--- src/sv/u8ql_pkg.sv ---
package u8ql_pkg;

  localparam int CODE_SPACE_DEF = 256;
  localparam int ATLAS_MAX_DEF  = 4096;

  localparam int AccW = 21;

  typedef enum logic [1:0] {
    OP_LOAD    = 2'd0,
    OP_TEXT    = 2'd1,
    OP_RESTART = 2'd2
  } op_t;

  typedef enum logic [1:0] {
    REG_FONT_SIZE    = 2'd0,
    REG_LINE_SPACING = 2'd1,
    REG_CHAR_SPACING = 2'd2,
    REG_LINE_HEIGHT  = 2'd3
  } reg_idx_t;

  typedef enum logic [2:0] {
    EV_NONE,
    EV_RESTART,
    EV_NEWLINE,
    EV_SPACE,
    EV_TAB,
    EV_GLYPH
  } ev_kind_t;

  localparam logic [AccW-1:0] CH_TAB     = AccW'(9);
  localparam logic [AccW-1:0] CH_NEWLINE = AccW'(10);
  localparam logic [AccW-1:0] CH_SPACE   = AccW'(32);

  localparam logic [7:0] CONT_MASK  = 8'b0011_1111;
  localparam logic [7:0] LEAD4_MASK = 8'b0000_0111;
  localparam logic [7:0] CONT_TAG   = 8'b1100_0000;

  localparam logic [2:0] CORNER_LAST = 3'd5;

  localparam logic [7:0] FONT_SIZE_RST    = 8'd16;
  localparam logic [7:0] LINE_SPACING_RST = 8'd0;
  localparam logic [7:0] CHAR_SPACING_RST = 8'd0;
  localparam logic [8:0] LINE_HEIGHT_RST  = 9'd16;

  typedef struct packed {
    logic [1:0]  op;
    logic [7:0]  text_byte;
    logic [7:0]  glyph_code;
    logic [7:0]  glyph_width;
    logic [7:0]  glyph_height;
    logic [8:0]  glyph_bearing_x;
    logic [7:0]  glyph_advance;
    logic [11:0] atlas_x;
    logic [11:0] atlas_y;
  } in_t;

  typedef struct packed {
    logic [15:0] pos_x;
    logic [15:0] pos_y;
    logic [12:0] tex_u;
    logic [12:0] tex_v;
    logic [2:0]  corner_index;
    logic        last;
  } out_t;

  typedef struct packed {
    logic        valid;
    logic [7:0]  w;
    logic [7:0]  h;
    logic [8:0]  bx;
    logic [7:0]  adv;
    logic [11:0] ax;
    logic [11:0] ay;
  } entry_t;

  typedef struct packed {
    logic [7:0] font_size;
    logic [7:0] line_spacing;
    logic [7:0] char_spacing;
    logic [8:0] line_height;
  } cfg_t;

  // one glyph quad, positions already saturated
  typedef struct packed {
    logic [15:0] x0;
    logic [15:0] x1;
    logic [15:0] y0;
    logic [15:0] y1;
    logic [12:0] u0;
    logic [12:0] u1;
    logic [12:0] v0;
    logic [12:0] v1;
  } quad_t;

endpackage

--- src/sv/u8ql_vertex.sv ---
module u8ql_vertex (
  input  logic            clk,
  input  logic            rst_n,
  input  logic            q_valid,
  output logic            q_ready,
  input  u8ql_pkg::quad_t q_data,
  output logic            out_valid,
  input  logic            out_ready,
  output u8ql_pkg::out_t  out_data
);

  u8ql_pkg::quad_t quad_r;
  logic [2:0]      idx_r;
  logic            v_valid_r;
  logic            out_fire;
  logic            at_last;
  logic            sel_hi_x;
  logic            sel_lo_y;

  assign out_fire = v_valid_r && out_ready;
  assign at_last  = (idx_r == u8ql_pkg::CORNER_LAST);
  assign q_ready  = !v_valid_r || (out_fire && at_last);

  always_ff @(posedge clk) begin
    if (!rst_n) begin
      v_valid_r <= 1'b0;
      idx_r     <= '0;
    end else begin
      if (q_valid && q_ready) begin
        v_valid_r <= 1'b1;
        idx_r     <= '0;
      end else if (out_fire) begin
        if (at_last) begin
          v_valid_r <= 1'b0;
        end else begin
          idx_r <= idx_r + 3'd1;
        end
      end
    end
  end

  always_ff @(posedge clk) begin
    if (q_valid && q_ready) begin
      quad_r <= q_data;
    end
  end

  // corners: (x0,y1) (x0,y0) (x1,y0) (x0,y1) (x1,y0) (x1,y1)
  always_comb begin
    sel_hi_x = idx_r inside {3'd2, 3'd4, 3'd5};
    sel_lo_y = idx_r inside {3'd1, 3'd2, 3'd4};
  end

  assign out_valid             = v_valid_r;
  assign out_data.pos_x        = sel_hi_x ? quad_r.x1 : quad_r.x0;
  assign out_data.tex_u        = sel_hi_x ? quad_r.u1 : quad_r.u0;
  assign out_data.pos_y        = sel_lo_y ? quad_r.y0 : quad_r.y1;
  assign out_data.tex_v        = sel_lo_y ? quad_r.v0 : quad_r.v1;
  assign out_data.corner_index = idx_r;
  assign out_data.last         = at_last;

  a_idx_range: assert property (@(posedge clk) disable iff (!rst_n)
    v_valid_r |-> (idx_r <= u8ql_pkg::CORNER_LAST))
    else $error("corner index out of range");

  a_idx_step: assert property (@(posedge clk) disable iff (!rst_n)
    (out_fire && !at_last) |=> (v_valid_r && idx_r == $past(idx_r) + 3'd1))
    else $error("corner did not advance after beat");

  a_drain: assert property (@(posedge clk) disable iff (!rst_n)
    (out_fire && at_last && !q_valid) |=> !v_valid_r)
    else $error("vertex stage kept valid after final corner");

endmodule

--- config.mk ---
export PLATFORM = sky130hd
export DESIGN_NAME = u8ql_vertex
export DESIGN_NICKNAME = d
export VERILOG_FILES = /design/src/sv/u8ql_pkg.sv /design/src/sv/u8ql_vertex.sv
export SDC_FILE = /design/constraint.sdc
export NUM_CORES = 1
export LEC_CHECK = 0
export ABC_CLOCK_PERIOD_IN_PS = 5120
export BUFFER_PORTS_ARGS = -buffer_cell sky130_fd_sc_hd__clkbuf_2
export CORE_MARGIN = 8
export CORE_UTILIZATION = 30
export DETAILED_ROUTE_END_ITERATION = 16
export PLACE_DENSITY = 0.55
export SKIP_LAST_GASP = 1
export SLEW_MARGIN = 20
export SYNTH_ARGS = -nofsm -noshare
export SYNTH_HDL_FRONTEND = slang
export SYNTH_SLANG_ARGS = --single-unit
--- constraint.sdc ---
create_clock -name clk -period 5.12 [get_ports clk]
set_input_delay 0.512 -clock clk [delete_from_list [all_inputs] [get_ports clk]]
set_output_delay 0.512 -clock clk [all_outputs]
set_load 0.05 [all_outputs]
* Word level (Yosys, flattened, before mapping)
Index checks and enable logic that the tools add are counted.
** Storage, ports and cells
- Memories kept :: 0
- Logic and storage cells :: 36
- Bits in latches :: 0
- Output and inout bits :: 64
- Bits in writable memories :: 0
- Input bits :: 120
- Register bits after elaboration :: 120
- Memory bits (read-only) :: 0
** Cells by class
- Muxes and demuxes :: 7
- $lt $le $gt $ge :: 0
- Add/subtract/negate cells :: 1
- Shift-type cells :: 0
- Bitwise operators :: 2
- Reduce and logical (&&, ||, !) cells :: 12
- Equal/unequal tests :: 4
- Div/mod/pow operators :: 0
- Multiply operators :: 0
** Operators with widths (count)
- $mux 16 :: 2
- $mux 13 :: 2
- $eq 3x3->1 const B :: 2
- $reduce_bool 3->1 :: 2
- $reduce_and 2->1 :: 2
- $reduce_bool 2->1 :: 2
- $add 3x1->3 const B :: 1
- $eq 3x1->1 const B :: 1
- $eq 3x2->1 const B :: 1
- $logic_and 1x1->1 :: 3
- $mux 1 :: 3
- $not 1->1 :: 2
- $reduce_or 2->1 :: 1
- $logic_not 1->1 :: 1
- $logic_or 1x1->1 :: 1

* Logic depth before layout (Yosys ltp)
Gate-level depths: netlist of run 1.
- Depth after elaboration :: 6
- Gate-level depth with buffers :: 7
- Gate-level depth less buffers :: 5

* Worst setup path after synthesis of run 1
No wires, ideal clock.
- Path type :: flip-flop to flip-flop
- Start point :: register idx_r[0]
- End point :: register quad_r[0] (netlist name) (enable)
- Arrival time :: 4.270 ns
- Path buffers :: 0
- Stages on the path, launching flop included :: 5
- Path slack :: 0.362 ns
- Data required time :: 4.632 ns
- Path through :: dfxtp_1 > ha_1 > nand3_1 > nand2_1 > and2_1
** On the way
- Cells in the longest elaborated chain, start to end :: 4
** Ends and longest elaborated chain
- start, declared :: RTL line u8ql_vertex.sv:13 : logic [2:0] idx_r;
- start signal, assigned :: RTL line u8ql_vertex.sv:36 : idx_r <= idx_r + 3'd1;
- $eq 3x3->1 :: RTL line u8ql_vertex.sv:21 : assign at_last = (idx_r == u8ql_pkg::CORNER_LAST);
- $logic_and 1x1->1 :: RTL line u8ql_vertex.sv:22 : assign q_ready = !v_valid_r || (out_fire && at_last);
- $logic_or 1x1->1 :: RTL line u8ql_vertex.sv:22
- via q_ready :: RTL line u8ql_vertex.sv:5 : output logic q_ready,
- $logic_and 1x1->1 :: RTL line u8ql_vertex.sv:43 : if (q_valid && q_ready) begin
- end signal, assigned :: RTL line u8ql_vertex.sv:44 : quad_r <= q_data;
- end, declared :: RTL line u8ql_vertex.sv:12 : u8ql_pkg::quad_t quad_r;
The timed path passes the listed nets, and every way through them passes these cells.
A chain may end at the register's enable or synchronous reset.

==> results.cfg, run 1 <==
[status]
outcome = finished, final reports clean

[floorplan]
initial_core_util_pct = 30.4
die_h_um = 140
die_w_um = 140
dieArea_um2 = 19500
core_area_um2 = 15100
num_rows = 45
pin_count = 184

[power]
switching_share_pct = 22.9
p_leak_nw = 2.65
p_per_area_nw_per_um2 = 419
p_comb_share_pct = 10.1
vdd_drop_max_mv = 0.207
clkPwrFrac_pct = 46.0
power.internal_w = 0.00204
p_sw_w = 0.000604
seq_power_share_pct = 43.8

[routing]
drc = 0
dr.first_iter.drc_count = 110
viasPerCell = 4.29
vias = 2632
routedWlPerCell_um = 17.0
dr.pass1.iters = 4
ant_nets = 0
drt-total-wl_um = 10400

[final_layout]
areaGrowthSynthToFinish_pct = 37.5
fillCellCount = 1387
n_antenna_cell = 0
drive_above_1_share_pct = 65.6
seqCellArea_um2 = 3560
fin_cells = 613
multiInputGateArea_um2 = 945
fin_nets = 536
final_core_util_pct = 41.7

[timing]
timing.hold.ws_ns = 0.278
post-route-period-util_pct = 65.1
fin_setup_tns_ns = 0
setup_slack_ns = 1.78
slew_headroom_pct = 37.4
fmax_mhz = 300
rsz0062_at_grt = false
post-route-min-period_ns = 3.34
max_slew.worst_pin.slew_ns = 0.939
timing.final.hold_violations = 0
setup_viol = 0
maxSlewViolCount = 0
fin_skew_ns = 0.00428

[worst_setup_path]
cp_cell_sequence = inv_1 > ha_1 > o31ai_4 > buf_4 > mux2_2 > clkbuf_2
cp_slowest_cell = o31ai_4
path_delay_family = buffers and inverters
cp_max_fo = 19
slowest_delay_ns = 0.61
end_kind = output pin
crit_buf_inv = 3
r2r_setup_slack_ns = 2.29
worstRegToRegCells = 5
worstPathRequired_ns = 4.61
critical_path_class = flop to output pin
r2r-end = quad_r[33]$_DFFE_PP_
start_kind = flop
rr_startpoint = idx_r[0]$_SDFFE_PP0P_
critPathArrivalTime_ns = 2.82

[clock_tree]
cts_sinks = 120
clock_path_buffers = 2
cts_tree = yes
insertion_delay_ns = 0.40
numCtsBuffers = 17
postCtsHoldBufs = 0
postCtsSetupRepairBufs = 0
h-tree-depth = 4
cts.clk_slew.worst_paths_ns = 0.06
root_buffer = clkbuf_16
cts.repair.resized = 0

[min_path]
hp-class = primary input to flop
holdCritStartpoint = q_data[39]
whs_path_depth = 1
worst_hold_path.endpoint = quad_r[39]$_DFFE_PP_

[place]
dp_cells = 581
port_buffers = 183
gp_congestion = 0.741
dpl.hpwl_um = 7560
pre_cts_slack_ns = 2.15

[run]
max-cap-violations = 0

[synth]
syn_avg_cell_area_um2 = 21.4
synth_cell_types = 24
ys_warn_count = 0
syn-cell-area_um2 = 4580
synth_cells = 214
ys_seq_elements = 120
syn-num-nets = 338
yosysSeqAreaShare_pct = 77.8

[grt]
grt_antenna_before_repair = 1
grt_pass1_vias = 2972
gr-total-overflow = 0
use_met2_pct = 15.9
grt_pass1_wl_um = 16000
met1_usage_pct = 11.9
grt_util_all_layers_pct = 10.8
grt.busiest_layer = met2
grt_max_degree = 73
met3_usage_pct = 7.25
==> cell usage after synthesis <==
library cell / count / area, µm²
a21oi_1: 3 / 15.0
and2_1: 2 / 12.5
buf_12: 2 / 40.0
buf_4: 3 / 22.5
buf_6: 2 / 22.5
dfxtp_1: 4 / 80.1
edfxtp_1: 116 / 3480
ha_1: 4 / 50.1
inv_1: 2 / 7.51
mux2_2: 38 / 428
mux2_4: 20 / 300
mux2i_1: 1 / 10.0
nand2_1: 2 / 7.51
nand2b_1: 2 / 12.5
nand2b_2: 1 / 8.76
nand3_1: 3 / 15.0
nand4_1: 1 / 6.26
nor2_1: 1 / 3.75
nor2b_1: 1 / 6.26
o21ai_0: 2 / 10.0
o22ai_2: 1 / 12.5
o31ai_2: 1 / 12.5
or3_1: 1 / 6.26
or3b_2: 1 / 8.76
==> logic make-up after synthesis <==
family | count (synthesis) | synth area share, %
and+or+nand+nor | 15 | 1.91
buffers and inverters | 9 | 2.02
muxes | 59 | 16.1
AOI/OAI and AO/OA | 7 | 1.09
adders and majority gates | 4 | 1.09
DFF | 120 | 77.8
==> how the worst max path moves through the flow <==
stage                                from                  end  slack (ns)  cells past startpoint
floorplan           idx_r[0]$_SDFFE_PP0P_  quad_r[0]$_DFFE_PP_        0.36                      4
global placement    idx_r[1]$_SDFFE_PP0P_         out_data[50]        2.20                      7
detailed placement  idx_r[1]$_SDFFE_PP0P_         out_data[50]        2.15                      7
CTS                 idx_r[1]$_SDFFE_PP0P_         out_data[50]        1.70                      7
global route        idx_r[1]$_SDFFE_PP0P_         out_data[50]        1.61                      7
finish              idx_r[1]$_SDFFE_PP0P_         out_data[42]        1.78                      6
==> power groups by stage <==
stage | registers (W) | clock network [W] | logic [W]
6_report | 0.00116 | 0.00122 | 0.000267
3_3_place_gp | 0.00117 | 0 | 0.000269
2_1_floorplan | 0.00118 | 0 | 0.000181
3_5_place_dp | 0.00118 | 0 | 0.000272
4_1_cts | 0.00116 | 0.00125 | 0.000273
5_1_grt | 0.00116 | 0.00129 | 0.000284
==> layer usage <==
metal / vias to the layer above / part of all wire [%]
li1: 1244 / -
met1: 1231 / 42
met2: 139 / 44
met3: 16 / 12
met4: 2 / 1.5
met5: - / 0.12
==> placed cells by master (no fill, tap or decap) <==
master | netlist | routed
buf_4 | 3 | 3
clkinv_1 | 0 | 2
a21oi_1 | 3 | 3
nor2_1 | 1 | 1
inv_1 | 2 | 2
nand4_1 | 1 | 1
mux2_2 | 38 | 38
nand2b_2 | 1 | 1
or3_1 | 1 | 1
clkinv_4 | 0 | 1
and2_1 | 2 | 1
mux2_4 | 20 | 20
ha_1 | 4 | 4
nor2b_1 | 1 | 1
nand2b_1 | 2 | 2
clkbuf_16 | 0 | 17
o22ai_4 | 0 | 1
o31ai_4 | 0 | 1
or3b_2 | 1 | 1
nand3_1 | 3 | 3
and2_4 | 0 | 1
nand2_1 | 2 | 2
clkinv_2 | 0 | 5
mux2i_1 | 1 | 1
clkinvlp_4 | 0 | 3
o21ai_0 | 2 | 2
bufinv_16 | 0 | 4
clkbuf_2 | 0 | 183
dfxtp_1 | 4 | 4
edfxtp_1 | 116 | 116
==> cell type report <==
cell class,instances,share of cell area (%)
tap,188,3.73
clock buffer,17,6.75
timing repair buffer,186,14.9
clock inverter,15,2.92
multi-input combinational,85,15.0
inverter,2,0.119
sequential,120,56.6
==> flip-flops by register name (all words and copies together) (netlist names) <==
register   cells
out_valid      1
quad_r       116
idx_r          3
==> stage by stage <==
stage	power, W	instance area [µm²]
finish	0.00264	6300
CTS	0.00268	6300
global placement	0.00144	5690
floorplan	0.00136	4580
detailed placement	0.00145	5690
global route	0.00274	6300
Note: power is estimated with default switching activity, not from simulation.
==> run 2, diff against run 1 <==
Settings changed: ABC_CLOCK_PERIOD_IN_PS 5120 to 3420.
Clock period 5.12 ns to 3.42 ns, I/O delays scaled along.
==> run 2 against run 1 <==
  * Setup slack worse by 1.5 ns
  * Critical path depth stayed put
  * Critical endpoint is now out_data[43]
  * Register-to-register slack worse by 1.0 ns
  * Sequential cell count stayed put
  * Power rose by 49%
==> results.cfg, run 2 (synthesis gave the netlist of run 1 again) <==
[status]
outcome = finished, final reports clean

[timing]
post-route-period-util_pct = 91.9
slew_headroom_pct = 57.2
timing.final.hold_violations = 0
post-route-min-period_ns = 3.14
fin_setup_tns_ns = 0
max_slew.worst_pin.slew_ns = 0.643
fmax_mhz = 318
maxSlewViolCount = 0
setup_viol = 0
rsz0062_at_grt = false
fin_skew_ns = 0.00831

[clock_tree]
cts.clk_slew.worst_paths_ns = 0.06
insertion_delay_ns = 0.41
cts.repair.resized = 0
h-tree-depth = 4
cts_tree = yes
postCtsSetupRepairBufs = 0
numCtsBuffers = 17
cts_sinks = 120
root_buffer = clkbuf_16
postCtsHoldBufs = 0
clock_path_buffers = 2

[worst_setup_path]
cp_max_fo = 19
crit_buf_inv = 3
critPathArrivalTime_ns = 2.80
cp_slowest_cell = o31ai_4
path_delay_family = buffers and inverters
critical_path_class = flop to output pin
end_kind = output pin
start_kind = flop
cp_cell_sequence = inv_1 > ha_1 > o31ai_4 > buf_4 > mux2_2 > clkbuf_2
slowest_delay_ns = 0.58
worstPathRequired_ns = 3.08

[final_layout]
fin_cells = 614
final_core_util_pct = 42.0
largest_reg_flops = 116
n_antenna_cell = 0
regMostFlops = quad_r
mostFrequentLayoutCells = 183 x clkbuf_2, 116 x edfxtp_1, 38 x mux2_2, 20 x mux2_4, 17 x clkbuf_16
areaGrowthSynthToFinish_pct = 38.2
drive_above_1_share_pct = 65.7
final_common_cell = clkbuf_2
fin_nets = 537

[grt]
grt_util_all_layers_pct = 10.9
grt_max_degree = 47
grt_pass1_vias = 2975
grt_antenna_before_repair = 1
gr-total-overflow = 0
grt_pass1_wl_um = 16000

[power]
p_per_area_nw_per_um2 = 621
p_leak_nw = 2.66
vdd_drop_max_mv = 0.397
fin_total_pwr_w = 0.00393

[floorplan]
die_h_um = 140
die_w_um = 140
dieArea_um2 = 19500
num_rows = 45
pin_count = 184
core_area_um2 = 15100
initial_core_util_pct = 30.4

[routing]
routedWlPerCell_um = 16.6
dr.pass1.iters = 4
drt-total-wl_um = 10200
viasPerCell = 4.30
vias = 2640
dr.first_iter.drc_count = 105
drc = 0
ant_nets = 0

[min_path]
hp-class = primary input to flop

[place]
gp_congestion = 0.710
dp_cells = 582
port_buffers = 183
dpl.hpwl_um = 7550

[run]
max-cap-violations = 0
run 2: layout make-up:
type	count	area (µm²)
Clock buffer	17	425
Timing Repair Buffer	187	983
Tap cell	188	235
Multi-Input combinational cell	85	945
Sequential cell	120	3560
Inverter	2	7.51
Clock inverter	15	174
Fill cell	1413	8760
run 2: metal layers:
metal | share of wire [%] | track usage (%) | vias up | wire [µm]
li1 | - | - | 1242 | -
met1 | 44 | 12.3 | 1241 | 4460
met2 | 42 | 15.6 | 139 | 4330
met3 | 12 | 7.42 | 16 | 1250
met4 | 1.6 | 4.63 | 2 | 163
met5 | 0.13 | 0 | - | 13
run 2: where the power goes:
group | internal (W) | leakage, nW | switching [W] | total [W]
sequential | 0.00171 | 1.14 | 0.0000194 | 0.00173
combinational | 0.000136 | 1.24 | 0.000271 | 0.000407
clock | 0.00114 | 0.285 | 0.000655 | 0.00180
run 2: final timing paths:
kind | start | to | slack, ns | cells past startpoint
worst min-delay path | q_data[107] | quad_r[107]$_DFFE_PP_ | 0.1 | 1
worst max-delay path | idx_r[1]$_SDFFE_PP0P_ | out_data[43] | 0.28 | 6
worst min register to register | idx_r[0]$_SDFFE_PP0P_ | idx_r[0]$_SDFFE_PP0P_ | 0.55 | 2
worst max register to register | idx_r[0]$_SDFFE_PP0P_ | quad_r[40]$_DFFE_PP_ | 1.25 | 5
run 2: stage by stage:
step | hold slack (ns) | worst slack [ns] | cell area, µm²
floorplan | 0.441 | 0.534 | 4580
global placement | 0.511 | 0.714 | 5730
detailed placement | 0.521 | 0.620 | 5730
CTS | 0.0749 | 0.178 | 6330
global route | 0.0731 | 0.0555 | 6330
finish | 0.0994 | 0.278 | 6330
