**src/sv/u8ql_pkg.sv**
```systemverilog
package u8ql_pkg;

  localparam int CODE_SPACE_DEF = 256;
  localparam int ATLAS_MAX_DEF  = 4096;

  localparam int AccW = 21;

  typedef enum logic [1:0] {
    OP_LOAD    = 2'd0,
    OP_TEXT    = 2'd1,
    OP_RESTART = 2'd2
  } op_t;

  typedef enum logic [1:0] {
    REG_FONT_SIZE    = 2'd0,
    REG_LINE_SPACING = 2'd1,
    REG_CHAR_SPACING = 2'd2,
    REG_LINE_HEIGHT  = 2'd3
  } reg_idx_t;

  typedef enum logic [2:0] {
    EV_NONE,
    EV_RESTART,
    EV_NEWLINE,
    EV_SPACE,
    EV_TAB,
    EV_GLYPH
  } ev_kind_t;

  localparam logic [AccW-1:0] CH_TAB     = AccW'(9);
  localparam logic [AccW-1:0] CH_NEWLINE = AccW'(10);
  localparam logic [AccW-1:0] CH_SPACE   = AccW'(32);

  localparam logic [7:0] CONT_MASK  = 8'b0011_1111;
  localparam logic [7:0] LEAD4_MASK = 8'b0000_0111;
  localparam logic [7:0] CONT_TAG   = 8'b1100_0000;

  localparam logic [2:0] CORNER_LAST = 3'd5;

  localparam logic [7:0] FONT_SIZE_RST    = 8'd16;
  localparam logic [7:0] LINE_SPACING_RST = 8'd0;
  localparam logic [7:0] CHAR_SPACING_RST = 8'd0;
  localparam logic [8:0] LINE_HEIGHT_RST  = 9'd16;

  typedef struct packed {
    logic [1:0]  op;
    logic [7:0]  text_byte;
    logic [7:0]  glyph_code;
    logic [7:0]  glyph_width;
    logic [7:0]  glyph_height;
    logic [8:0]  glyph_bearing_x;
    logic [7:0]  glyph_advance;
    logic [11:0] atlas_x;
    logic [11:0] atlas_y;
  } in_t;

  typedef struct packed {
    logic [15:0] pos_x;
    logic [15:0] pos_y;
    logic [12:0] tex_u;
    logic [12:0] tex_v;
    logic [2:0]  corner_index;
    logic        last;
  } out_t;

  typedef struct packed {
    logic        valid;
    logic [7:0]  w;
    logic [7:0]  h;
    logic [8:0]  bx;
    logic [7:0]  adv;
    logic [11:0] ax;
    logic [11:0] ay;
  } entry_t;

  typedef struct packed {
    logic [7:0] font_size;
    logic [7:0] line_spacing;
    logic [7:0] char_spacing;
    logic [8:0] line_height;
  } cfg_t;

  // one glyph quad, positions already saturated
  typedef struct packed {
    logic [15:0] x0;
    logic [15:0] x1;
    logic [15:0] y0;
    logic [15:0] y1;
    logic [12:0] u0;
    logic [12:0] u1;
    logic [12:0] v0;
    logic [12:0] v1;
  } quad_t;

endpackage

```
**src/sv/u8ql_decode.sv**
```systemverilog
module u8ql_decode #(
  parameter int CODE_SPACE = u8ql_pkg::CODE_SPACE_DEF,
  localparam int IW = $clog2(CODE_SPACE)
) (
  input  logic               clk,
  input  logic               rst_n,
  input  logic               in_fire,
  input  u8ql_pkg::in_t      in_data,
  output logic               ev_valid,
  output u8ql_pkg::ev_kind_t ev_kind,
  output logic [IW-1:0]      rd_addr
);

  logic [u8ql_pkg::AccW-1:0] acc_r, acc_nxt;
  logic [1:0]                rem_r, rem_nxt;
  logic [u8ql_pkg::AccW-1:0] code;
  logic [u8ql_pkg::AccW-1:0] acc_sh;
  logic                      have_code;
  logic                      restart;
  logic [7:0]                b;

  assign b      = in_data.text_byte;
  assign acc_sh = {acc_r[u8ql_pkg::AccW-7:0], b[5:0] & u8ql_pkg::CONT_MASK[5:0]};

  always_comb begin
    acc_nxt   = acc_r;
    rem_nxt   = rem_r;
    code      = '0;
    have_code = 1'b0;
    restart   = 1'b0;
    if (in_fire) begin
      case (in_data.op)
        u8ql_pkg::OP_RESTART: begin
          acc_nxt = '0;
          rem_nxt = 2'd0;
          restart = 1'b1;
        end
        u8ql_pkg::OP_TEXT: begin
          if (!b[7]) begin
            acc_nxt   = '0;
            rem_nxt   = 2'd0;
            code      = u8ql_pkg::AccW'(b);
            have_code = 1'b1;
          end else if ((b & u8ql_pkg::CONT_TAG) == 8'b1000_0000) begin
            // stray continuation bytes fall through untouched
            if (rem_r != 2'd0) begin
              rem_nxt = rem_r - 2'd1;
              if (rem_r == 2'd1) begin
                code      = acc_sh;
                have_code = 1'b1;
                acc_nxt   = '0;
              end else begin
                acc_nxt = acc_sh;
              end
            end
          end else if (b[7:5] == 3'b110) begin
            acc_nxt = u8ql_pkg::AccW'(b[4:0]);
            rem_nxt = 2'd1;
          end else if (b[7:4] == 4'b1110) begin
            acc_nxt = u8ql_pkg::AccW'(b[3:0]);
            rem_nxt = 2'd2;
          end else if (b[7:3] == 5'b11110) begin
            acc_nxt = u8ql_pkg::AccW'(b & u8ql_pkg::LEAD4_MASK);
            rem_nxt = 2'd3;
          end else begin
            acc_nxt = '0;
            rem_nxt = 2'd0;
          end
        end
        default: ;
      endcase
    end
  end

  always_comb begin
    ev_kind = u8ql_pkg::EV_NONE;
    if (restart) begin
      ev_kind = u8ql_pkg::EV_RESTART;
    end else if (have_code) begin
      if (code == u8ql_pkg::CH_NEWLINE) begin
        ev_kind = u8ql_pkg::EV_NEWLINE;
      end else if (code == u8ql_pkg::CH_SPACE) begin
        ev_kind = u8ql_pkg::EV_SPACE;
      end else if (code == u8ql_pkg::CH_TAB) begin
        ev_kind = u8ql_pkg::EV_TAB;
      end else if (32'(code) < CODE_SPACE) begin
        ev_kind = u8ql_pkg::EV_GLYPH;
      end
    end
  end

  assign ev_valid = (ev_kind != u8ql_pkg::EV_NONE);
  assign rd_addr  = code[IW-1:0];

  always_ff @(posedge clk) begin
    if (!rst_n) begin
      acc_r <= '0;
      rem_r <= 2'd0;
    end else begin
      acc_r <= acc_nxt;
      rem_r <= rem_nxt;
    end
  end

endmodule

```
**config.mk**
```make
export PLATFORM = sky130hd
export DESIGN_NAME = u8ql_decode
export DESIGN_NICKNAME = d
export VERILOG_FILES = /design/src/sv/u8ql_pkg.sv /design/src/sv/u8ql_decode.sv
export SDC_FILE = /design/constraint.sdc
export NUM_CORES = 1
export LEC_CHECK = 0
export BUFFER_PORTS_ARGS = -buffer_cell sky130_fd_sc_hd__buf_2
export CORE_MARGIN = 5
export CORE_UTILIZATION = 38
export DETAILED_ROUTE_END_ITERATION = 8
export GPL_TIMING_DRIVEN = 0
export PLACE_DENSITY = 0.8
export SLEW_MARGIN = 15
export SYNTH_ARGS = -nofsm -noshare
export SYNTH_HDL_FRONTEND = slang
export SYNTH_SLANG_ARGS = --single-unit
```
**constraint.sdc**
```tcl
create_clock -name clk -period 2.6 [get_ports clk]
set_input_delay 0.39 -clock clk [delete_from_list [all_inputs] [get_ports clk]]
set_output_delay 0.39 -clock clk [all_outputs]
set_load 0.02 [all_outputs]
```
# Word-level counts from Yosys, hierarchy flattened
# Index checks and enable logic that the tools add are counted.
# Widths: inputs -> output; s select.
# classes
addsub	1
n_lt_le_gt_ge	1
eq_ne	11
mux	35
n_reduce_logical	4
# op_table
operator	count
$mux 21	6
$mux 15	4
$eq 21x4->1 const B	2
$pmux 15 s2	1
$eq 21x6->1 const B	1
$lt 21x9->1 const B	1
$mux 3	7
$mux 2	6
$mux 1	8
$eq 5x5->1 const B	1
$mux 5	1
$eq 2x1->1 const B	2
$eq 2x2->1 const B	2
$eq 4x4->1 const B	1
$mux 4	1
$ne 4x4->1 const B	1
$pmux 2 s2	1
$reduce_bool 2->1	2
$eq 3x3->1 const B	1
$reduce_and 3->1	1
$reduce_bool 3->1	1
$sub 2x1->2 const B	1
# word_totals
regBits	17
in_bits	78
out_inout_bits	12
wordCells	54

# Logic depth before layout (Yosys ltp)
# Gate-level depths: netlist of run 1.
# logic_depth
word_depth	15
mapped_depth	7
depth_no_buf	6

# Worst setup path after synthesis of run 1
# OpenSTA, ideal clock, no wires.
# synth_timing
path_type	reg2out
startpoint	reg rem_r[0]
endpoint	out ev_kind[0]
t_arrival_ns	1.863
t_required_ns	2.210
slack_ns	0.347
path_stages_with_launch	7
n_path_buf	0
cell_sequence	dfxtp_1 > inv_1 > ha_1 > or3b_4 > or3_1 > o2111a_1 > o21ai_1
# synth_via
elab_chain_cells	14
word_cells_on_any_way	24
cone_classes	order compare: 1; eq/ne: 4; mux: 18; reduce/logical: 1
# synth_lines
element	line	source
from (decl)	u8ql_decode.sv:15	logic [1:0] rem_r, rem_nxt;
from (signal assigned)	u8ql_decode.sv:101	rem_r <= rem_nxt;
$eq 2x1->1	u8ql_decode.sv:48	if (rem_r == 2'd1) begin
$mux 21	u8ql_decode.sv:48	
$mux 21	u8ql_decode.sv:46	if (rem_r != 2'd0) begin
$mux 21	u8ql_decode.sv:44	end else if ((b & u8ql_pkg::CONT_TAG) == 8'b1000_0000) begin
$mux 21	u8ql_decode.sv:39	if (!b[7]) begin
$mux 21	u8ql_decode.sv:32	case (in_data.op)
$mux 21	u8ql_decode.sv:31	if (in_fire) begin
$lt 21x9->1	u8ql_decode.sv:86	end else if (32'(code) < CODE_SPACE) begin
$mux 3	u8ql_decode.sv:86	
$mux 3	u8ql_decode.sv:84	end else if (code == u8ql_pkg::CH_TAB) begin
$mux 3	u8ql_decode.sv:82	end else if (code == u8ql_pkg::CH_SPACE) begin
$mux 3	u8ql_decode.sv:80	if (code == u8ql_pkg::CH_NEWLINE) begin
$mux 3 *	u8ql_decode.sv:79	end else if (have_code) begin
$mux 3 *	u8ql_decode.sv:77	if (restart) begin
to (decl)	u8ql_decode.sv:10	output u8ql_pkg::ev_kind_t ev_kind,
# Every way passes the cells marked *; elsewhere a longest branch is shown, timed or not.

# Worst setup path after layout of run 1
# layout_timing
startpoint	reg rem_r[0]
endpoint	out ev_kind[2]
# The elaborated chain is that of the path after synthesis.

==> reports/summary.txt, run 1 <==
Clock Tree Root - clkbuf_4
Initial antenna violation count - 0
Post-synth top area cell - dfxtp_1
Layout cells sized above 1 - 25.8%
H-tree Lvls - 1
Actual slew at the worst max-slew pin - 568 ps
Ys flop type - dfxtp_1
Synth warn - 0
Fillcell total - 272
Mapped Area - 1060 um^2
Worst path most repeated cell - buf_4
Gate power share - 17.1%
Tightest Hold Check Type - primary input to flop
Max Cap Viol - 0
Core Area - 2710 um^2
Met3 Use GR - 5.22%
GR Util met2 - 20.1%
CTS Hold Bufs - 0
Top cell types by occurrence after synthesis - nand2_1 (20), dfxtp_1 (17), a21boi_1 (12), nand3_1 (12)
Final std cells w/o fill - 190
Critical Path, Cell by Cell - buf_4 -> ha_4 -> or3b_4 -> or3_4 -> nand4_1 -> nor3b_2 -> buf_4
Multiplexer area fraction after synthesis - 0%
Largest net degree at the start of global routing - 11
Yosys cell types - 37
Total track usage - 12.9%
Sequential Power Share - 54.3%
M1 GR Usage - 15.2%
Setup crit start kind - flop
Syn Nets - 214
Iter 0 DRT Violations - 81
Max Slew Vio Count - 0
Top Usage Layer GRT - met2
Vias per cell - 5.71
P_int - 348 uW
P_sw - 135 uW
Final hold violations - 0
Routability Congestion - 0.847
Final worst-path setup slack - 57.6 ps
Complex-gate fraction of the synthesized area - 23.7%
Slew HR - 61.9%
Top-count cell post-synth - nand2_1
Asr flop ratio synth - 0%
Port Buffers - 21
Leakage - 0.000520 uW
Post-synth EDFFs - 0
Simple logic cell fraction of the synthesized area - 32.8%
Starting Density - 39.1%
Worst R2R Setup Slack - 810 ps
DP Cell Count - 183
Status - finished, final reports clean
Mean Syn Cell Area - 8.09 um^2
Synthesis-stage register bit count - 17
Row count - 19
PD cells - 370 nW/um^2
Synth Area in XOR/XNOR - 0%
Vias - 1085
Post-Syn Instances - 131
Global-route wire length before repair - 4.23 mm
Crit path required time - 2210 ps
Part of the cycle the worst path needs - 97.8%
Num CTS Buffers - 3
Clk_skew - 4.16 ps
Reg clk slew, reported paths - 100 ps
Later-pin clock latency in the skew report - 290 ps
Post-route antenna net violation count - 0
Final net count - 243
Inserted Diodes - 0
Pre-CTS WS - 233 ps
Clk buf depth - 2
Die Span Y - 62.8 um
Worst setup EP type - output pin
Slowest-stage cell, CP - or3b_4
Area delta synth->final - 23.0%
Vias in the first global route - 984
Max VDD drop - 0.233 mV
Routed len/inst - 13.8 um
Clk sinks - 17
Adder-cell area share of the yosys netlist - 5.90%
Crit Path Max Fanout - 5
Achievable Freq - 393 MHz
Final setup fails - 0
Min cycle time layout - 2540 ps
Largest cells by area after synthesis - dfxtp_1 (32%), a21boi_1 (8.5%), nand2_1 (7.1%)
Switch share - 27.9%
Top-area cell type share of the netlist area - 32.1%
DRC violation count after routing - 0
DPL Wire Length - 1.99 mm
Die X - 62.8 um
Drt first pass iters - 5
Sequential element share of the synthesized area - 32.1%
Crit path largest cell delay - 430 ps
Die area - 3950 um^2
Top Ports - 90
Total grt overflow - 0
Clock group share of total power - 28.7%
Worst Path Class, Setup - flop to output pin
Critical path arrival - 2150 ps
Largest family of logic cells by synthesized area - simple AND/OR/NAND/NOR gates
WL final - 2.62 mm
CTS tree - built
-- area by class of cell --
class                           instances  area (um^2)  share of cell area (%)
Tap cell                               31         38.8                    2.98
Sequential cell                        17          345                    26.5
Timing Repair Buffer                   24          130                    9.98
Buffer                                  6         31.3                    2.40
Clock buffer                            3         22.5                    1.73
Clock inverter                          1         5.00                   0.384
Multi-Input combinational cell        101          704                    54.0
Inverter                                7         26.3                    2.02
-- cell families after synthesis --
group / count (synthesis)
AOI/OAI and AO/OA: 31
DFF: 17
buffers and inverters: 13
adders and majority gates: 5
and+or+nand+nor: 65
-- registers in the layout, indices dropped and copies added (netlist names) --
| signal | count |
|---|---|
| acc_r | 15 |
| rem_r | 2 |
-- critical path, delay by kind of cell, from the launching register on --
kind | cells | cell delay [ps]
and+or+nand+nor | 4 | 1070
adders and majority gates | 1 | 140
DFF | 1 | 380
buffers and inverters | 2 | 280
-- through the flow --
| step | setup TNS [ps] | cell area (um^2) | hold WS [ps] | total power, uW | utilization, % |
|---|---|---|---|---|---|
| 6_report | 0 | 1300 | 347 | 482 | 48.1 |
| 5_1_grt | -36.7 | 1300 | 345 | 506 | 48.1 |
| 4_1_cts | 0 | 1240 | 344 | 481 | 45.8 |
| 3_5_place_dp | 0 | 1200 | 448 | 346 | 44.4 |
| 3_3_place_gp | 0 | 1200 | 440 | 344 | 44.4 |
| 2_1_floorplan | 0 | 1060 | 430 | 318 | - |
-- repair_timing --
action / CTS / global route
endpoints found under the setup margin: 2 / 2
resized for setup: 4 / 7
setup buffers: 0 / 3
pin swaps: 1 / 3
-- power by group through the flow --
stage	Sequential [uW]	Combinational (uW)	Clock, uW
6_report	262	82.4	138
5_1_grt	262	91.1	153
3_3_place_gp	268	75.3	0
3_5_place_dp	268	77.4	0
2_1_floorplan	268	49.8	0
4_1_cts	262	78.2	141
-- metal layers --
metal  vias up  wire [um]
met4         0         52
met1       501       1100
li1        531          -
met5         -          0
met2        47       1240
met3         6        232
-- placed cells by master (no fill, tap or decap), types with 3 or more instances in the layout --
| cell | netlist | layout |
|---|---|---|
| ha_1 | 5 | 3 |
| clkbuf_1 | 3 | 3 |
| nand3_1 | 12 | 12 |
| inv_1 | 7 | 6 |
| a32o_1 | 3 | 3 |
| a21oi_1 | 3 | 3 |
| buf_4 | 0 | 4 |
| clkbuf_4 | 0 | 3 |
| nor2b_1 | 4 | 4 |
| dfxtp_1 | 17 | 15 |
| a21boi_1 | 12 | 12 |
| buf_2 | 1 | 21 |
| and2_1 | 7 | 7 |
| nand2_1 | 20 | 20 |
| nor2_1 | 5 | 5 |
-- worst paths after layout --
check | from | end | depth (start not counted)
worst max-delay path | rem_r[0] | ev_kind[2] | 7
worst min-delay path | in_data[67] | acc_r[2] | 2
worst max register to register | rem_r[0] | acc_r[0] | 6
worst min register to register | acc_r[10] | acc_r[10] | 2
Note: power is estimated with default switching activity, not from simulation.
==> run 2: changes to the inputs <==
CELL_PAD_IN_SITES_DETAIL_PLACEMENT = 1   (was unset)
CELL_PAD_IN_SITES_GLOBAL_PLACEMENT = 1   (was unset)
CORE_UTILIZATION = 25   (was 38)
PLACE_DENSITY = unset   (was 0.8)
PLACE_DENSITY_LB_ADDON = 0.1   (was unset)
REMOVE_ABC_BUFFERS = 1   (was unset)
==> reports/summary.txt, run 2 (synthesis gave the netlist of run 1 again) <==
Area delta synth->final - 22.1%
Worst setup EP type - output pin
Critical path arrival - 2120 ps
RSZ-0062 raised after global routing - true
Inserted Diodes - 0
H-tree Lvls - 1
Final setup fails - 0
Final hold violations - 0
Max Slew Vio Count - 0
Total track usage - 12.5%
Final worst-path setup slack - 94.4 ps
Top Ports - 90
Global-route wire length before repair - 5.51 mm
Achievable Freq - 399 MHz
Max Cap Viol - 0
Hold Crit Start - in_data[67]
Clk_skew - 4.82 ps
Clk buf depth - 2
Vias in the first global route - 1094
Clock Tree Root - clkbuf_8
Die area - 5640 um^2
Worst setup startpoint - rem_r[0]
Crit Path Max Fanout - 5
R2R Path Start - rem_r[0]
Setup crit start kind - flop
Status - finished, final reports clean
Routed len/inst - 15.7 um
Part of the cycle the worst path needs - 96.4%
Most frequent cells in the layout - buf_2 (22), nand2_1 (20), dfxtp_1 (16)
Slew HR - 51.2%
Die Span Y - 75.1 um
DP Cell Count - 199
Top reg by flops - acc_r
Layout cells sized above 1 - 25.3%
Drt first pass iters - 4
Vias per cell - 5.25
Core Area - 4060 um^2
CTS Hold Bufs - 0
Fin area - 1290 um^2
DRC violation count after routing - 0
Reg clk slew, reported paths - 70 ps
Worst Path Class, Setup - flop to output pin
Total grt overflow - 0
Die X - 75.1 um
Routability Congestion - 0.725
Vias - 1070
Max VDD drop - 0.154 mV
Initial antenna violation count - 0
Biggest regs - acc_r: 15 flops, rem_r: 2 flops
Num CTS Buffers - 3
DPL Wire Length - 2.48 mm
Actual slew at the worst max-slew pin - 729 ps
Largest net degree at the start of global routing - 19
PD cells - 421 nW/um^2
Final net count - 238
Final setup TNS - 0 ps
Port Buffers - 24
Pre-CTS WS - 215 ps
Commonest non-fill, non-tap cell in the layout - buf_2
Clk sinks - 17
Min cycle time layout - 2510 ps
Leakage - 0.000512 uW
Tightest Hold Check Type - primary input to flop
Final hold slack - 394 ps
Cell Area, Placed - 1210 um^2
Final std cells w/o fill - 204
Starting Density - 26.1%
Later-pin clock latency in the skew report - 250 ps
Max reg flops - 15
Iter 0 DRT Violations - 25
Post-route antenna net violation count - 0
WL final - 3.20 mm
Row count - 23
Crit path required time - 2210 ps
CTS tree - built
==> run 2: cell types whose count changed in the layout (fill, tap and decap cells not counted), sizes merged <==
| cell | previous run | this run |
|---|---|---|
| clkbuf | 6 | 3 |
| buf | 27 | 25 |
==> run 2: cell type report <==
| cell class | count | area, um^2 |
|---|---|---|
| multi-input combinational | 101 | 682 |
| inverter | 7 | 26.3 |
| timing repair buffer | 25 | 133 |
| tap | 50 | 62.6 |
| sequential | 17 | 344 |
| clock buffer | 3 | 41.3 |
| clock inverter | 1 | 5.00 |
| fill | 501 | 2760 |
==> run 2: through the flow <==
step	util, %	total power, uW
6_report	31.9	545
5_1_grt	31.9	575
4_1_cts	31.1	551
3_5_place_dp	29.8	349
3_3_place_gp	29.8	347
2_1_floorplan	-	309
==> run 2: what timing repair did <==
action                                  4_1_cts  5_1_grt
setup buffers                                 0        1
pin swaps                                     0        4
resized for setup                             2        7
endpoints found under the setup margin        2        9
==> run 2: routing by layer <==
| layer | GRT usage, % | wire [um] |
|---|---|---|
| met2 | 20.4 | 1500 |
| met3 | 2.14 | 126 |
| met5 | 0 | 0 |
| met1 | 17.4 | 1560 |
| met4 | 2.37 | 15 |
==> run 2: report_power, final <==
part	total [uW]	internal (uW)	switching, uW
registers	262	261	1.19
clock network	202	106	95.4
logic	81.3	27.5	53.8
total	545	394	150
==> run 2: worst paths after layout <==
check	slack, ps	depth (start not counted)	endpoint
setup / recovery	90	7	ev_kind[0]
hold reg to reg	460	2	acc_r[10]
hold / removal	390	2	acc_r[2]
setup reg to reg	620	6	rem_r[0]
==> run 2: critical path: stages (launching register included) <==
cell	delay [ps]
dfxtp_4	380
inv_1	50
ha_2	200
or3b_4	430
a2111oi_2	380
o2111a_1	210
o21ai_1	60
buf_4	160
