`src/sv/u8ql_pkg.sv`:
```
package u8ql_pkg;

  localparam int CODE_SPACE_DEF = 256;
  localparam int ATLAS_MAX_DEF  = 4096;

  localparam int AccW = 21;

  typedef enum logic [1:0] {
    OP_LOAD    = 2'd0,
    OP_TEXT    = 2'd1,
    OP_RESTART = 2'd2
  } op_t;

  typedef enum logic [1:0] {
    REG_FONT_SIZE    = 2'd0,
    REG_LINE_SPACING = 2'd1,
    REG_CHAR_SPACING = 2'd2,
    REG_LINE_HEIGHT  = 2'd3
  } reg_idx_t;

  typedef enum logic [2:0] {
    EV_NONE,
    EV_RESTART,
    EV_NEWLINE,
    EV_SPACE,
    EV_TAB,
    EV_GLYPH
  } ev_kind_t;

  localparam logic [AccW-1:0] CH_TAB     = AccW'(9);
  localparam logic [AccW-1:0] CH_NEWLINE = AccW'(10);
  localparam logic [AccW-1:0] CH_SPACE   = AccW'(32);

  localparam logic [7:0] CONT_MASK  = 8'b0011_1111;
  localparam logic [7:0] LEAD4_MASK = 8'b0000_0111;
  localparam logic [7:0] CONT_TAG   = 8'b1100_0000;

  localparam logic [2:0] CORNER_LAST = 3'd5;

  localparam logic [7:0] FONT_SIZE_RST    = 8'd16;
  localparam logic [7:0] LINE_SPACING_RST = 8'd0;
  localparam logic [7:0] CHAR_SPACING_RST = 8'd0;
  localparam logic [8:0] LINE_HEIGHT_RST  = 9'd16;

  typedef struct packed {
    logic [1:0]  op;
    logic [7:0]  text_byte;
    logic [7:0]  glyph_code;
    logic [7:0]  glyph_width;
    logic [7:0]  glyph_height;
    logic [8:0]  glyph_bearing_x;
    logic [7:0]  glyph_advance;
    logic [11:0] atlas_x;
    logic [11:0] atlas_y;
  } in_t;

  typedef struct packed {
    logic [15:0] pos_x;
    logic [15:0] pos_y;
    logic [12:0] tex_u;
    logic [12:0] tex_v;
    logic [2:0]  corner_index;
    logic        last;
  } out_t;

  typedef struct packed {
    logic        valid;
    logic [7:0]  w;
    logic [7:0]  h;
    logic [8:0]  bx;
    logic [7:0]  adv;
    logic [11:0] ax;
    logic [11:0] ay;
  } entry_t;

  typedef struct packed {
    logic [7:0] font_size;
    logic [7:0] line_spacing;
    logic [7:0] char_spacing;
    logic [8:0] line_height;
  } cfg_t;

  // one glyph quad, positions already saturated
  typedef struct packed {
    logic [15:0] x0;
    logic [15:0] x1;
    logic [15:0] y0;
    logic [15:0] y1;
    logic [12:0] u0;
    logic [12:0] u1;
    logic [12:0] v0;
    logic [12:0] v1;
  } quad_t;

endpackage

```
`src/sv/u8ql_cursor.sv`:
```
module u8ql_cursor (
  input  logic               clk,
  input  logic               rst_n,
  input  logic               ev_valid,
  input  u8ql_pkg::ev_kind_t ev_kind,
  output logic               ev_ready,
  input  u8ql_pkg::entry_t   entry,
  input  u8ql_pkg::cfg_t     cfg,
  output logic               q_valid,
  input  logic               q_ready,
  output u8ql_pkg::quad_t    q_data
);

  function automatic logic [15:0] sat16(input logic signed [17:0] v);
    logic [15:0] r;
    if (v > 18'sd32767) begin
      r = 16'h7FFF;
    end else if (v < -18'sd32768) begin
      r = 16'h8000;
    end else begin
      r = v[15:0];
    end
    return r;
  endfunction

  logic                b_valid_r;
  u8ql_pkg::ev_kind_t  b_kind_r;
  logic [15:0]         cx_r, cx_nxt;
  logic [15:0]         cy_r, cy_nxt;
  logic                is_glyph;
  logic                b_done;

  logic signed [17:0] cx_w, cy_w, bx_w, w_w, h_w, lh_w, adv_w, fs_w, ls_w, cs_w;
  logic signed [17:0] step_w, x0_w, x1_w, y0_w, y1_w;

  assign cx_w  = $signed({{2{cx_r[15]}}, cx_r});
  assign cy_w  = $signed({{2{cy_r[15]}}, cy_r});
  assign bx_w  = $signed({{9{entry.bx[8]}}, entry.bx});
  assign w_w   = $signed({10'd0, entry.w});
  assign h_w   = $signed({10'd0, entry.h});
  assign adv_w = $signed({10'd0, entry.adv});
  assign lh_w  = $signed({9'd0, cfg.line_height});
  assign fs_w  = $signed({10'd0, cfg.font_size});
  assign ls_w  = $signed({{10{cfg.line_spacing[7]}}, cfg.line_spacing});
  assign cs_w  = $signed({{10{cfg.char_spacing[7]}}, cfg.char_spacing});

  assign step_w = fs_w + cs_w;
  assign x0_w   = cx_w + bx_w;
  assign x1_w   = x0_w + w_w;
  assign y1_w   = cy_w + lh_w;
  assign y0_w   = y1_w - h_w;

  assign q_data.x0 = sat16(x0_w);
  assign q_data.x1 = sat16(x1_w);
  assign q_data.y0 = sat16(y0_w);
  assign q_data.y1 = sat16(y1_w);
  assign q_data.u0 = {1'b0, entry.ax};
  assign q_data.u1 = 13'({1'b0, entry.ax} + {5'd0, entry.w});
  assign q_data.v0 = {1'b0, entry.ay};
  assign q_data.v1 = 13'({1'b0, entry.ay} + {5'd0, entry.h});

  // glyphs without a loaded entry retire with no effect
  assign is_glyph = (b_kind_r == u8ql_pkg::EV_GLYPH) && entry.valid;
  assign q_valid  = b_valid_r && is_glyph;
  assign b_done   = b_valid_r && (!is_glyph || q_ready);
  assign ev_ready = !b_valid_r || b_done;

  always_comb begin
    cx_nxt = cx_r;
    cy_nxt = cy_r;
    if (b_done) begin
      case (b_kind_r)
        u8ql_pkg::EV_RESTART: begin
          cx_nxt = '0;
          cy_nxt = '0;
        end
        u8ql_pkg::EV_NEWLINE: begin
          cx_nxt = '0;
          cy_nxt = sat16(cy_w + fs_w + ls_w);
        end
        u8ql_pkg::EV_SPACE: cx_nxt = sat16(cx_w + step_w);
        u8ql_pkg::EV_TAB:   cx_nxt = sat16(cx_w + (step_w <<< 2));
        u8ql_pkg::EV_GLYPH: begin
          if (entry.valid) begin
            cx_nxt = sat16(cx_w + adv_w + cs_w);
          end
        end
        default: ;
      endcase
    end
  end

  always_ff @(posedge clk) begin
    if (!rst_n) begin
      b_valid_r <= 1'b0;
      b_kind_r  <= u8ql_pkg::EV_NONE;
      cx_r      <= '0;
      cy_r      <= '0;
    end else begin
      cx_r <= cx_nxt;
      cy_r <= cy_nxt;
      if (ev_valid && ev_ready) begin
        b_valid_r <= 1'b1;
        b_kind_r  <= ev_kind;
      end else if (b_done) begin
        b_valid_r <= 1'b0;
      end
    end
  end

  a_ctrl_never_blocks: assert property (@(posedge clk) disable iff (!rst_n)
    (b_valid_r && b_kind_r != u8ql_pkg::EV_GLYPH) |-> ev_ready)
    else $error("control event stalled the cursor stage");

endmodule

```
`config.mk`:
```
export PLATFORM = sky130hd
export DESIGN_NAME = u8ql_cursor
export DESIGN_NICKNAME = d
export VERILOG_FILES = /design/src/sv/u8ql_pkg.sv /design/src/sv/u8ql_cursor.sv
export SDC_FILE = /design/constraint.sdc
export NUM_CORES = 1
export LEC_CHECK = 0
export ABC_AREA = 1
export BUFFER_PORTS_ARGS = -buffer_cell sky130_fd_sc_hd__buf_4
export CORE_MARGIN = 4
export CORE_UTILIZATION = 52
export DETAILED_ROUTE_END_ITERATION = 6
export PLACE_DENSITY = 0.81
export SLEW_MARGIN = 20
export SYNTH_ARGS = -nofsm -noshare
export SYNTH_HDL_FRONTEND = slang
export SYNTH_SLANG_ARGS = --single-unit
```
`constraint.sdc`:
```
create_clock -name clk -period 12.7 [get_ports clk]
set_clock_uncertainty 0.15 [all_clocks]
set_input_delay 2.54 -clock clk [delete_from_list [all_inputs] [get_ports clk]]
set_output_delay 2.54 -clock clk [all_outputs]
set_load 0.005 [all_outputs]
```
# Word-level counts from Yosys, hierarchy flattened
# Index checks and enable logic that the tools add are counted.
# W data, S select, Z words.
[word_totals]
inputBits = 98
elab_cells = 74
out_inout_bits = 118
register_bits = 36
[op_classes]
n_lt_le_gt_ge = 16
add_sub_neg = 13
eq_ne = 6
reduce_logical = 14
n_mux = 21
[op_table]
columns = ["op", "count"]
rows = [
  ["$mux W16", 17],
  ["$gt A18 B16 Y1 const B", 4],
  ["$lt A18 B16 Y1 const B", 4],
  ["$gt A17 B16 Y1 const B", 4],
  ["$lt A17 B16 Y1 const B", 4],
  ["$pmux W16 S4", 1],
  ["$add A16 B9 Y17", 3],
  ["$add A17 B8 Y18", 2],
  ["$add A16 B10 Y17", 2],
  ["$pmux W16 S2", 1],
  ["$add A12 B8 Y13", 2],
  ["$add A17 B9 Y18", 1],
  ["$sub A17 B9 Y18", 1],
  ["$add A16 B12 Y17", 1],
  ["$add A9 B8 Y10", 1],
  ["$eq A3 B2 Y1 const B", 2],
  ["$eq A3 B3 Y1 const B", 2],
  ["$logic_and A1 B1 Y1", 4],
  ["$reduce_bool A2 Y1", 2],
  ["$reduce_bool A4 Y1", 1],
  ["$eq A3 B1 Y1 const B", 1],
  ["$reduce_and A3 Y1", 1],
  ["$logic_not A1 Y1", 2],
  ["$logic_or A1 B1 Y1", 2],
  ["other kinds (4)", 5],
]

# Logic depth before layout (Yosys ltp)
# Gate-level depths: netlist of the first run.
[logic_depth]
word_depth = 8
mapped_depth = 27
depth_no_buf = 26

# Worst setup path before layout of the first run
# No wires, ideal clock.
[synth_timing]
path_type = "input to output"
from = "input port entry[32] (netlist name)"
to = "output port q_data[93] (netlist name)"
arrival_time_ps = 5283
path_buffers = 1
slack_ps = 4727
required_time_ps = 10010
cell_stages = 24
path_cell_list = "ha_1 -> inv_1 -> fa_1 -> inv_1 -> nand3_1 -> nand3_2 -> xor2_1 -> inv_1 -> ha_1 -> inv_1 -> nor3_1 -> nand2_1 -> o211ai_1 -> nand2_1 -> nand2_1 -> nand2_1 -> nor2_4 -> nand3_2 -> nand2_2 -> inv_2 -> nand2_2 -> buf_4 -> nand2_1 -> nand2_1"
[synth_lines]
columns = ["item", "line", "rtl"]
rows = [
  ["start, declared", "u8ql_cursor.sv:7", "input u8ql_pkg::entry_t entry,"],
  ["end, declared", "u8ql_cursor.sv:11", "output u8ql_pkg::quad_t q_data"],
]

==> results.py, run 1 <==
metrics = {
    "status": {
        "status": "completed",
    },
    "global_route": {
        "antenna_found_initial": 2,
        "grt_pass1_wl_mm": 53.0,
        "met2_usage": 0.488,
        "grt.busiest_layer": "met2",
        "grt_use_total": 0.286,
        "gr-usage-met3": 0.0341,
        "use_met1": 0.368,
        "grt_max_degree": 35,
        "grt_pass1_vias": 10900,
        "grt.overflow.total": 0,
    },
    "routing": {
        "vias_per_cell": 5.31,
        "num_vias": 11900,
        "routedWlPerCell_um": 15.3,
        "dr.pass1.iters": 5,
        "drtAntennaViolNets": 0,
        "route.detailed.drc": 0,
        "drtIter0Drc": 685,
        "wirelength_mm": 34.1,
    },
    "clock_tree": {
        "cts_sinks": 36,
        "cts_buffers": 5,
        "cts-root-buf": "clkbuf_16",
        "insertion_delay_ns": 0.29,
        "tritoncts": "done",
        "cts_resized": 0,
        "path_clk_slew_ns": 0.06,
        "htree_levels": 2,
        "cts_setup_buffers": 0,
        "cts_hold_buf": 0,
        "clk_path_buf_depth": 2,
    },
    "critical_path": {
        "end_kind": "primary output",
        "crit_type": "in -> out",
        "critPathLaunchType": "input pin",
        "regToRegStartpoint": "cx_r[1]$_SDFFE_PN0P_",
        "crit_start": "entry[32]",
        "crit_required_ns": 10.01,
        "worstPathArrival_ns": 6.00,
        "worst-path-max-fanout": 15,
    },
    "synth": {
        "yosysTopAreaCellShare": 0.211,
        "post-synth-top-area-cell": "nand2_1",
        "synth_edf_count": 0,
        "syn_area_um2": 10600,
        "synth_common_cells": "nand2_1, inv_1, ha_1",
        "avgSynthCellArea_um2": 5.91,
        "seq_area_frac_synth": 0.0679,
        "async_flop_share": 0,
        "synthDistinctLibCells": 48,
        "yosysMostFrequentCell": "nand2_1",
        "synth_area_leaders": "nand2_1, ha_1, inv_1",
        "ys_dominant_reg_cell": "dfxtp_1",
        "ys_warn_count": 0,
        "synthCells": 1796,
        "ys_ff_latch": 36,
    },
    "place": {
        "port_buffers": 213,
        "dp_slack_ns": 4.05,
        "placedCellCount": 2225,
        "routabilityCongestion": 1.07,
        "hpwl_mm": 29.6,
    },
    "worst_hold_path": {
        "hp-start": "cy_r[0]$_SDFFE_PN0P_",
        "hp-class": "reg -> reg",
    },
    "sta": {
        "min_period_ns": 8.69,
        "setup_violations": 0,
        "slew_violations": 0,
        "fmax_ghz": 0.115,
        "tightest_slew_ns": 1.04,
        "fin_ws_ns": 4.01,
        "finalHoldViolCount": 0,
        "relSlewSlack": 0.301,
        "fin_crit_sh": 0.684,
        "tns_ns": 0,
        "rsz0062_at_grt": "false",
    },
    "finish": {
        "fin_cells": 2235,
        "post-route-util": 0.626,
        "fill_cells": 1960,
        "drive_gt1_frac": 0.154,
        "synthToLayoutAreaGrowth_pct": 16.7,
        "nets": 2232,
    },
    "floorplanning": {
        "dieWidth_um": 151,
        "initial_utilization": 0.536,
        "dieHeight_um": 151,
        "pin_count": 216,
        "die-area_um2": 22700,
        "row_count": 51,
        "core_um2": 19800,
    },
    "power_and_ir_drop": {
        "p_leak_nw": 7.13,
        "power-per-cell-area_nw_per_um2": 63.6,
        "power_mw": 0.787,
        "ir_drop_uv": 49.2,
    },
    "job": {
        "drv_cap": 0,
    },
}
worst max-delay path, stage by stage:
cell      delay [ns]
buf_4           0.08
ha_1            0.20
inv_1           0.07
fa_1            0.39
inv_1           0.11
nand3_1         0.10
nand3_2         0.10
xor2_1          0.23
inv_1           0.07
ha_1            0.31
inv_1           0.09
nor3_1          0.17
nand2_1         0.07
o211ai_1        0.13
nand2_1         0.09
nand2_1         0.07
nand2_1         0.12
nor2_4          0.18
nand2_1         0.07
nand2_1         0.08
nand4_1         0.12
nand2_2         0.29
nand2_1         0.11
nand2_1         0.07
buf_4           0.11
worst paths after layout:
| check | endpoint | slack (ns) | cells after the start |
|---|---|---|---|
| setup / recovery | q_data[87] | 4.01 | 25 |
| hold / removal | cy_r[0]$_SDFFE_PN0P_ | 0.38 | 2 |
| setup reg to reg | cx_r[3]$_SDFFE_PN0P_ | 9.16 | 19 |
| hold reg to reg | cy_r[0]$_SDFFE_PN0P_ | 0.38 | 2 |
through the flow:
step / hold WS [ns] / cell area [um2]
after global placement: 0.352 / 12200
after floorplan: 0.325 / 10600
after detailed placement: 0.367 / 12200
final: 0.378 / 12400
after global routing: 0.409 / 12400
after CTS: 0.377 / 12400
area by class of cell:
| cell class | instances | area, um2 | area share |
|---|---|---|---|
| diodes | 2 | 5.00 | 0.000404 |
| clock buffers | 6 | 129 | 0.0104 |
| clock inverters | 2 | 35.0 | 0.00283 |
| inverters | 268 | 1010 | 0.0813 |
| multi-input cells | 1441 | 8530 | 0.690 |
| flip-flops and latches | 36 | 721 | 0.0582 |
| well taps | 265 | 332 | 0.0268 |
| repair buffers | 215 | 1610 | 0.130 |
layout by cell type, fill, tap and decap left out, types with 4 or more instances in the layout:
| cell type | instances |
|---|---|
| nand3_2 | 9 |
| a21o_1 | 4 |
| clkbuf_16 | 5 |
| nand3_1 | 138 |
| xnor2_1 | 35 |
| and2_1 | 5 |
| inv_1 | 259 |
| dfxtp_1 | 36 |
| xor2_1 | 70 |
| a21oi_2 | 6 |
| nand2_1 | 596 |
| o21bai_1 | 10 |
| ha_1 | 140 |
| nor2_2 | 13 |
| o21ai_0 | 51 |
| nand2_2 | 34 |
| a21oi_1 | 133 |
| nor3_1 | 16 |
| nor2_1 | 93 |
| nand4_1 | 19 |
| inv_2 | 8 |
| nand3b_1 | 9 |
| fa_1 | 27 |
| buf_4 | 215 |
power by group:
part	internal [mW]	total [mW]	switching (mW)
Sequential	0.115	0.118	0.00298
Clock	0.0924	0.143	0.0504
Combinational	0.219	0.526	0.307
logic make-up (layout without fill, tap and decap cells):
| kind of cell | count (synthesis) | count (layout) | share of synthesized area |
|---|---|---|---|
| AO/OA/AOI/OAI | 226 | 226 | 0.117 |
| XOR/XNOR | 106 | 106 | 0.0882 |
| adder cells (fa/ha/maj) | 167 | 167 | 0.216 |
| buffers and inverters | 320 | 491 | 0.128 |
| flip-flops | 36 | 36 | 0.0679 |
| other | 1 | 4 | 0.000354 |
| AND/OR/NAND/NOR | 940 | 940 | 0.382 |
layer usage:
layer / vias to the layer above / part of all wire / wire, um
li1: 6052 / - / -
met1: 5295 / 0.43 / 14500
met2: 450 / 0.46 / 15700
met3: 60 / 0.078 / 2660
met4: 0 / 0.036 / 1230
met5: - / 0 / 0
sequential cells by signal, indices dropped and copies added (netlist names):
name and count:
b_kind_r 3, cy_r 16, b_valid_r 1, cx_r 16
No activity file was read; power rests on OpenSTA's default activity.
==> inputs of run 2 (changes only) <==
- clock period: 12.7 -> 8.1 ns (I/O delays scaled with it)
==> results.py, run 2 (synthesis results as in run 1) <==
metrics = {
    "status": {
        "status": "completed",
    },
    "routing": {
        "route.detailed.drc": 0,
        "drtIter0Drc": 734,
        "vias_per_cell": 5.31,
        "wirelength_mm": 34.2,
        "met1_length_mm": 14.5,
        "dr.max_layer_used": "met4",
        "num_vias": 11900,
        "wl_met2_mm": 15.5,
        "routedWlPerCell_um": 15.3,
        "drtAntennaViolNets": 0,
        "dr.pass1.iters": 5,
        "met3WireLength_mm": 2.76,
    },
    "place": {
        "hpwl_mm": 29.8,
        "routabilityCongestion": 1.07,
        "placedCellCount": 2225,
        "port_buffers": 213,
        "placedInstanceArea_um2": 12200,
    },
    "global_route": {
        "antenna_found_initial": 2,
        "grt_max_degree": 35,
        "grt.overflow.total": 0,
        "grt_pass1_vias": 11000,
        "grt_use_total": 0.285,
        "grt_pass1_wl_mm": 52.9,
    },
    "worst_hold_path": {
        "hold_depth": 2,
        "hp-start": "cy_r[0]$_SDFFE_PN0P_",
        "hold_end": "cy_r[0]$_SDFFE_PN0P_",
        "hp-class": "reg -> reg",
    },
    "clock_tree": {
        "cts_resized": 0,
        "cts-root-buf": "clkbuf_16",
        "insertion_delay_ns": 0.29,
        "cts_setup_buffers": 0,
        "cts_hold_buf": 0,
        "path_clk_slew_ns": 0.06,
        "htree_levels": 2,
        "clk_path_buf_depth": 2,
        "tritoncts": "done",
        "cts_sinks": 36,
        "cts_buffers": 5,
    },
    "job": {
        "drv_cap": 0,
    },
    "critical_path": {
        "critPathTopFamily": "simple AND/OR/NAND/NOR gates",
        "worstPathArrival_ns": 5.05,
        "critPathLaunchType": "input pin",
        "path_buf_inv": 6,
        "crit_required_ns": 6.33,
        "critical_path_depth": 25,
        "rrSetupSlack_ns": 4.57,
        "r2r-end": "cx_r[3]$_SDFFE_PN0P_",
        "path_common_cell": "nand2_1",
        "rr_worst_depth": 19,
        "worst-path-max-fanout": 15,
        "max_stage_delay_ns": 0.39,
        "crit_path_top_delay_cell": "fa_1",
        "regToRegStartpoint": "cx_r[1]$_SDFFE_PN0P_",
        "crit_type": "in -> out",
        "end_kind": "primary output",
    },
    "finish": {
        "fin_cells": 2235,
        "top_regs": "cx_r x16, cy_r x16, b_kind_r x3",
        "nets": 2232,
        "final_cell_area_um2": 12400,
        "synthToLayoutAreaGrowth_pct": 16.7,
        "final_cell_mix": "nand2_1, inv_1, buf_4",
        "drive_gt1_frac": 0.154,
        "fill_cells": 1947,
        "final_common_cell": "nand2_1",
    },
    "floorplanning": {
        "dieHeight_um": 151,
        "row_count": 51,
        "dieWidth_um": 151,
        "pin_count": 216,
        "initial_utilization": 0.536,
        "core_um2": 19800,
        "die-area_um2": 22700,
    },
    "sta": {
        "tns_ns": 0,
        "slew_violations": 0,
        "setup_violations": 0,
        "tightest_slew_ns": 1.14,
        "finalHoldViolCount": 0,
        "fmax_ghz": 0.147,
        "relSlewSlack": 0.235,
        "rsz0062_at_grt": "false",
        "fin_crit_sh": 0.842,
        "min_period_ns": 6.82,
    },
    "power_and_ir_drop": {
        "power-per-cell-area_nw_per_um2": 99.6,
        "p_leak_nw": 7.13,
        "power_mw": 1.23,
        "ir_drop_uv": 77.4,
    },
}
run 2: cell count changes in the layout (fill, tap and decap cells not counted):
cell	previous run	this run
nor2_1	93	94
nor2_2	13	12
run 2: per-stage QoR:
stage	worst slack, ns	utilization	hold WS, ns
2_1_floorplan	1.97	-	0.325
3_3_place_gp	1.47	0.617	0.352
3_5_place_dp	1.30	0.617	0.374
4_1_cts	1.30	0.625	0.382
5_1_grt	0.999	0.625	0.405
6_report	1.28	0.625	0.380
run 2: worst reg2reg max path, stage by stage (launching register included):
cell	delay, ns
dfxtp_1	0.45
fa_1	0.55
ha_1	0.16
inv_1	0.05
fa_1	0.41
inv_1	0.10
nand3_1	0.06
nand3_1	0.12
nand2_1	0.09
nand2_1	0.11
nand2_1	0.09
nand2_1	0.08
nand2_1	0.05
nand2_1	0.13
nand2_1	0.27
nand2_1	0.15
nand2_1	0.07
nand3_1	0.08
nand2_1	0.06
a21oi_1	0.18
run 2: layout make-up:
class / count / area (um2) / area share
multi-input combinational: 1441 / 8530 / 0.690
timing repair buffer: 215 / 1610 / 0.130
inverter: 268 / 1010 / 0.0813
sequential: 36 / 721 / 0.0582
tap: 265 / 332 / 0.0268
clock buffer: 6 / 129 / 0.0104
clock inverter: 2 / 35.0 / 0.00283
antenna: 2 / 5.00 / 0.000404
run 2: where the power goes:
part / internal (mW) / leakage, nW / switching, mW
combinational: 0.343 / 6.76 / 0.483
clock: 0.145 / 0.0809 / 0.0766
sequential: 0.180 / 0.291 / 0.00463
run 2: layer usage:
metal	GRT usage	vias to the layer above
met5	0	-
met4	0.125	0
met3	0.0383	76
met2	0.481	470
met1	0.364	5250
li1	-	6063
run 2: how the worst max path moves through the flow:
stage	start	to	slack (ns)
2_1_floorplan	entry[32]	q_data[93]	1.97
3_3_place_gp	entry[32]	q_data[85]	1.47
3_5_place_dp	entry[32]	q_data[94]	1.30
4_1_cts	entry[32]	q_data[94]	1.30
5_1_grt	entry[32]	q_data[94]	1.0
6_report	entry[32]	q_data[94]	1.28
